File: src/design/assert_macros.svh
// ----------------------------------------------------------------------------
// assert_macros.svh
// Assertion helpers shared by the design. Defining NO_ASSERTIONS removes them.
// ----------------------------------------------------------------------------
`ifndef ASSERT_MACROS_SVH
`define ASSERT_MACROS_SVH
`ifndef NO_ASSERTIONS
`define ASSERT_AT(lbl, clk, rstn, prop, msg) \
    lbl: assert property (@(posedge clk) disable iff (!rstn) prop) else $error(msg);
`define ASSERT_NEVER(lbl, clk, rstn, expr, msg) \
    lbl: assert property (@(posedge clk) disable iff (!rstn) !(expr)) else $error(msg);
`else
`define ASSERT_AT(lbl, clk, rstn, prop, msg)
`define ASSERT_NEVER(lbl, clk, rstn, expr, msg)
`endif
`endif

File: src/design/pre_pkg.sv
// ----------------------------------------------------------------------------
// pre_pkg
// Types and constants shared by the reprojection error block.
// ----------------------------------------------------------------------------
package pre_pkg;

    localparam int ROT_W   = 20;
    localparam int QUO_W   = 41;
    localparam int DEN_W   = 53;
    localparam int DIV_LAT = QUO_W + 2;
    localparam int SQRT_STEPS = 32;
    localparam int SQRT_LAT   = SQRT_STEPS + 2;

    localparam int FIFO_DEPTH = 8;
    localparam int FIFO_HIGH  = 5;

    localparam logic [40:0] QUOT_CAP = 41'h100_0000_0000;

    typedef logic signed [53:0] t_coord;

    typedef enum logic [2:0] {
        CFG_ROT0, CFG_ROT1, CFG_ROT2, CFG_TRANS, CFG_FOCAL, CFG_PP
    } t_cfg_idx;

    typedef struct packed {
        t_coord      x;
        t_coord      y;
        t_coord      z;
        logic        depth_inv;
        logic [15:0] obs_u;
        logic [15:0] obs_v;
        logic        last;
    } t_cam;

    typedef struct packed {
        logic [31:0] fx;
        logic [31:0] fy;
        logic [31:0] cx;
        logic [31:0] cy;
    } t_intr;

    typedef struct packed {
        logic        sign_u;
        logic        sign_v;
        logic [15:0] obs_u;
        logic [15:0] obs_v;
        logic        depth_inv;
        logic        last;
    } t_dsb;

    typedef struct packed {
        logic signed [31:0] pu;
        logic signed [31:0] pv;
        logic               depth_inv;
        logic               last;
    } t_ssb;

    function automatic logic signed [31:0] sat32(input logic signed [42:0] v);
        logic signed [31:0] r;
        if (v > 43'sd2147483647) begin
            r = 32'sh7FFF_FFFF;
        end else if (v < -43'sd2147483648) begin
            r = 32'sh8000_0000;
        end else begin
            r = v[31:0];
        end
        return r;
    endfunction

endpackage

File: src/design/pre_fifo.sv
// ----------------------------------------------------------------------------
// pre_fifo
// Short queue between the transform front end and the projection back end.
// ----------------------------------------------------------------------------
`include "assert_macros.svh"

module pre_fifo (
    input  logic          i_clk,
    input  logic          i_rst_n,
    input  logic          i_push,
    input  pre_pkg::t_cam i_data,
    input  logic          i_pop,
    output logic          o_nonempty,
    output pre_pkg::t_cam o_data,
    output logic          o_almost_full
);

    pre_pkg::t_cam r_mem [pre_pkg::FIFO_DEPTH];
    logic [2:0]    r_wptr, r_rptr;
    logic [3:0]    r_count, n_count;

    always_comb begin
        n_count = r_count;
        if (i_push && !i_pop) begin
            n_count = r_count + 4'd1;
        end else if (!i_push && i_pop) begin
            n_count = r_count - 4'd1;
        end
    end

    always_ff @(posedge i_clk) begin
        if (!i_rst_n) begin
            r_wptr  <= '0;
            r_rptr  <= '0;
            r_count <= '0;
        end else begin
            r_count <= n_count;
            if (i_push) begin
                r_wptr <= r_wptr + 3'd1;
            end
            if (i_pop) begin
                r_rptr <= r_rptr + 3'd1;
            end
        end
    end

    always_ff @(posedge i_clk) begin
        if (i_push) begin
            r_mem[r_wptr] <= i_data;
        end
    end

    assign o_data        = r_mem[r_rptr];
    assign o_nonempty    = (r_count != 4'd0);
    assign o_almost_full = (r_count >= 4'(pre_pkg::FIFO_HIGH));

    `ASSERT_AT(a_no_overflow, i_clk, i_rst_n, (i_push && !i_pop) |-> (r_count != 4'(pre_pkg::FIFO_DEPTH)), "queue overflow")
    `ASSERT_AT(a_no_underflow, i_clk, i_rst_n, i_pop |-> (r_count != 4'd0), "queue underflow")

endmodule

File: config.mk
export PLATFORM = sky130hd
export DESIGN_NAME = pre_fifo
export DESIGN_NICKNAME = d
export VERILOG_FILES = /design/src/design/pre_pkg.sv /design/src/design/pre_fifo.sv
export VERILOG_INCLUDE_DIRS = /design/src /design/src/design
export SDC_FILE = /design/constraint.sdc
export NUM_CORES = 1
export LEC_CHECK = 0
export BUFFER_PORTS_ARGS = -buffer_cell sky130_fd_sc_hd__buf_4
export CAP_MARGIN = 20
export CORE_MARGIN = 2
export CORE_UTILIZATION = 50
export DETAILED_ROUTE_END_ITERATION = 8
export GPL_TIMING_DRIVEN = 0
export HOLD_SLACK_MARGIN = 0.15
export PLACE_DENSITY = 0.79
export SYNTH_ARGS = -nofsm -noshare
export SYNTH_HDL_FRONTEND = slang
export SYNTH_SLANG_ARGS = --single-unit
File: constraint.sdc
create_clock -name i_clk -period 16.2 [get_ports i_clk]
set_input_delay 2.43 -clock i_clk [delete_from_list [all_inputs] [get_ports i_clk]]
set_output_delay 2.43 -clock i_clk [all_outputs]
set_load 0.01 [all_outputs]
* After elaboration in Yosys (flattened, before gate mapping) *
Memories as Yosys holds them, arrays and structs flattened. A register that Yosys moved wholly into a read port is not among the register bits.
Index checks and enable logic that the tools add are counted.

cells by class
  add/subtract/negate cells = 4
  magnitude comparators = 1
  muxes and demuxes = 6
  reductions and logical operators = 6

operators by type and width
  cell                                                                                  number
  4-bit 2-to-1 mux                                                                      2
  3-bit by 1-bit adder with 3-bit output (second input constant)                        2
  3-bit 2-to-1 mux                                                                      2
  4-bit by 1-bit adder with 4-bit output (second input constant)                        1
  4-bit by 3-bit greater-or-equal comparator with 1-bit output (second input constant)  1
  4-bit nonzero test                                                                    1
  4-bit by 1-bit subtractor with 4-bit output (second input constant)                   1
  1-bit logical AND                                                                     2
  1-bit zero test                                                                       2
  1-bit 2-to-1 mux                                                                      2
  2-bit nonzero test                                                                    1

word-level totals
  register bits after elaboration = 10
  bits in writable memories = 1,568
  input port bits = 200
  output and inout bits = 198
  logic and storage cells = 21
  memories = 1

memories
  name   depth  width  read ports  clocked after Yosys merged registers in  wr ports  RTL line        source
  r_mem  8      196    1           1                                        1         pre_fifo.sv:18  pre_pkg::t_cam r_mem [pre_pkg::FIFO_DEPTH];

* Depth between registers and ports, before layout *
  depth after elaboration = 4
  gate-level depth with buffers = 8
  gate-level depth less buffers = 8

* Worst setup path before layout *
No wires, ideal clock.

  kind = input to register
  start = input port i_push
  end = memory r_mem[0][0] (netlist bit), enable pin
  library setup time = 0.993 ns
  arrival time = 15.721 ns
  required time = 15.207 ns
  setup slack = -0.514 ns
  stages on the path = 2
  buffers on the path = 0
  cells stage by stage = nand2b_1 -> nor3_1

between the ends
  word-level cells in the longest chain between the ends = 2

RTL lines
  element                                 RTL line        source
  start: declaration                      pre_fifo.sv:10  input logic i_push,
  1-bit 2-to-1 mux                        pre_fifo.sv:48  if (i_push) begin
  1-bit 2-to-1 mux (implied by the code)  pre_fifo.sv:49  r_mem[r_wptr] <= i_data;
  end: declaration                        pre_fifo.sv:18

Every way passes these cells.

==> results.txt <==
Power, Total = 9010 µW
Tmin final = 6030 ps
post-CTS sizing = 0
Place WS = 10,930 ps
Site Rows = 127
DP Cell Count = 4,435
Crit path max-delay family = buffers and inverters
grt met1 use = 29.5%
worst hold path depth = 2
Post-CTS Hold Buffers = 0
final wirelength = 136,000 µm
data required time of the critical path = 13,770 ps
core box area = 0.120 mm²
synthesized instance count = 2,336
Finished Layout Cells = 4,729
grt met2 use = 35.6%
vias per cell = 5.86
initial antenna violation count = 24
crit start category = flip-flop
RSZ-0062 raised after global routing = no
Worst-Margin Slew = 1020 ps
via count = 27.7k
Starting Density = 50.2%
pwr/cell area = 125 mW/mm²
crit path buf inv count = 5
global-route wire length before repair = 194,000 µm
worst-skew pair later-pin latency = 810 ps
Total Routing Usage GR = 22.2%
final hold violation count = 0
DR pass1 iterations = 5
IO Port Bufs = 397
layout cells sized above 1 = 39.2%
Root Buffer = clkbuf_16
num ports = 398
CP Cell Sequence = buf_2, clkbuf_1, buf_8, clkbuf_1, mux4_1, mux2_2, buf_4
Crit path top cell by count = clkbuf_1
Final period util = 37.2%
Die ar. = 0.123 mm²
Most Crowded Layer GR = met2
vias in the first global route = 28.7k
sequential area share after synthesis = 78.8%
largest net degree at the start of global routing = 26
routing usage on met3 = 5.83%
setup TNS = 0 ps
CP arrival = 3600 ps
clock skew = 37.0 ps
DR WL/cell = 28.8 µm
Net Count, Synth = 2,542
flops & latches, synth = 1,581
setup ws final = 10,170 ps
Yosys warning count = 0
CTS H-Tree Depth = 4
Synth cell types = 29
chip width = 351 µm
R2R setup slack = 13,260 ps
CTS tree = yes
crit-path max FO = 10
Initial DRC Count = 2,960
Layout area overhead = 19.9%
Crit Path Category = flip-flop to output port
outcome = finished clean
Post-Syn Area = 0.0601 mm²
Crit. End Element = output port
Worst VDD drop = 0.000107 V
max-cap violations = 0
LEAKAGE = 0.0234 µW
DIE HEIGHT = 351 µm
Hold Path Class = flip-flop to flip-flop
maximum clock rate = 0.166 GHz
R2R cell count = 8
clock sinks = 1,581
grt total ovfl = 0
fin nets = 3,186
endpoints failing setup = 0
Post-DRT Antenna Nets = 0
CTS buffer count = 155
Final HPWL DP = 86,200 µm
Crit-path slowest cell = clkbuf_1
Critical Path Stages = 7
max_slew headroom = 32.0%
Largest stage delay, worst path = 640 ps
Mapped Avg Cell Area = 25.7 µm²
Remaining DRCs = 0
Setup Fix Bufs, Post-CTS = 0
clock transition at the registers of the reported paths = 60 ps
Slew Limit Fails = 0
GP Congestion = 0.772
clk buf depth = 3
synth_stat cells (all sizes together):
library cell | count | area share (%)
and2 | 7 | 0.073
ha | 5 | 0.10
a31oi | 1 | 0.010
nand2b | 5 | 0.052
nor3 | 2 | 0.017
mux2 | 196 | 3.7
nand2 | 6 | 0.037
edfxtp | 1568 | 78
fa | 1 | 0.033
mux2i | 4 | 0.067
a21oi | 1 | 0.0083
clkbuf | 35 | 0.22
buf | 77 | 1.2
o21ai | 2 | 0.017
xnor2 | 4 | 0.058
nand3 | 1 | 0.0083
mux4 | 392 | 16
nor2 | 7 | 0.044
dfxtp | 13 | 0.43
nor2b | 3 | 0.031
a211oi | 1 | 0.012
inv | 2 | 0.012
or4 | 1 | 0.012
xor2 | 2 | 0.029
path summary, 6_finish.rpt:
path / startpoint / endpoint
worst min register to register: r_count[3]$_SDFFE_PN0P_ / r_count[3]$_SDFFE_PN0P_
worst max register to register: r_wptr[2]$_SDFFE_PN0P_ / r_mem[4][136]$_DFFE_PP_
worst min-delay path: r_count[3]$_SDFFE_PN0P_ / r_count[3]$_SDFFE_PN0P_
worst max-delay path: flip-flop / o_data[113]
cells in the final DEF, fill, tap and decap left out, types with 5 or more instances in the layout:
cell type | synthesis | layout
buf_12 | 2 | 47
nand2b_1 | 5 | 5
clkbuf_1 | 35 | 78
nand2_1 | 6 | 6
buf_16 | 0 | 28
edfxtp_1 | 1568 | 1568
buf_8 | 21 | 38
mux2_2 | 196 | 196
bufinv_16 | 0 | 11
mux4_1 | 132 | 132
and2_1 | 7 | 7
ha_1 | 5 | 5
buf_6 | 20 | 20
clkinv_1 | 0 | 28
buf_2 | 13 | 13
buf_1 | 21 | 21
inv_16 | 0 | 6
clkinv_2 | 0 | 24
buf_4 | 0 | 397
dfxtp_1 | 13 | 13
clkbuf_16 | 0 | 156
mux4_2 | 260 | 260
diode_2 | 0 | 12
nor2_4 | 0 | 6
worst min-delay path: cells and delay by family, from the launching register on:
| family | cells | cell delay, ps |
|---|---|---|
| AND/OR/NAND/NOR | 1 | 80 |
| multiplexers | 1 | 70 |
| flip-flops | 1 | 340 |
state kept, by name, indices dropped and copies added, names as in the netlist, named ones only:
signal,flops
r_wptr,3
r_count,4
r_rptr,3
r_mem,1568
through the flow:
stage	cell area, µm²	hold WS (ps)	util [%]
6_report	72100	542	60.2
5_1_grt	72100	556	60.2
4_1_cts	72000	550	60.2
3_5_place_dp	67100	544	56.1
3_3_place_gp	65100	483	54.4
2_1_floorplan	60100	448	-
layout make-up:
class	count	area [µm²]
Buffer	112	856
Fill cell	7870	47600
Clock inverter	83	881
Timing Repair Buffer	487	4910
Sequential cell	1581	47300
Multi-Input combinational cell	641	12000
Clock buffer	199	4070
Tap cell	1612	2020
Antenna cell	12	30.0
Inverter	2	7.51
metal layers:
layer  part of all wire, %  vias to the layer above
met5                  0.11                        -
met4                   2.9                       24
met3                   8.4                      233
met2                    50                     1271
met1                    39                    14700
li1                      -                    11500
kinds of logic (layout without fill, tap and decap cells):
family,Yosys count,after routing,synth area share (%)
flip-flops,1581,1581,78.8
multiplexers,592,592,19.3
buffers and inverters,114,883,1.44
AND/OR/NAND/NOR,32,32,0.275
adder cells (fa/ha/maj),6,6,0.137
XOR/XNOR,6,6,0.0874
AO/OA/AOI/OAI,5,5,0.0479
other,0,12,0
power breakdown:
group          internal, µW  leakage, µW  switching, µW
clock                  1970      0.00240           1520
sequential             4610       0.0144           27.7
combinational           450      0.00663            440
total                  7030       0.0234           1990
Power figures use the tool's default switching activity.
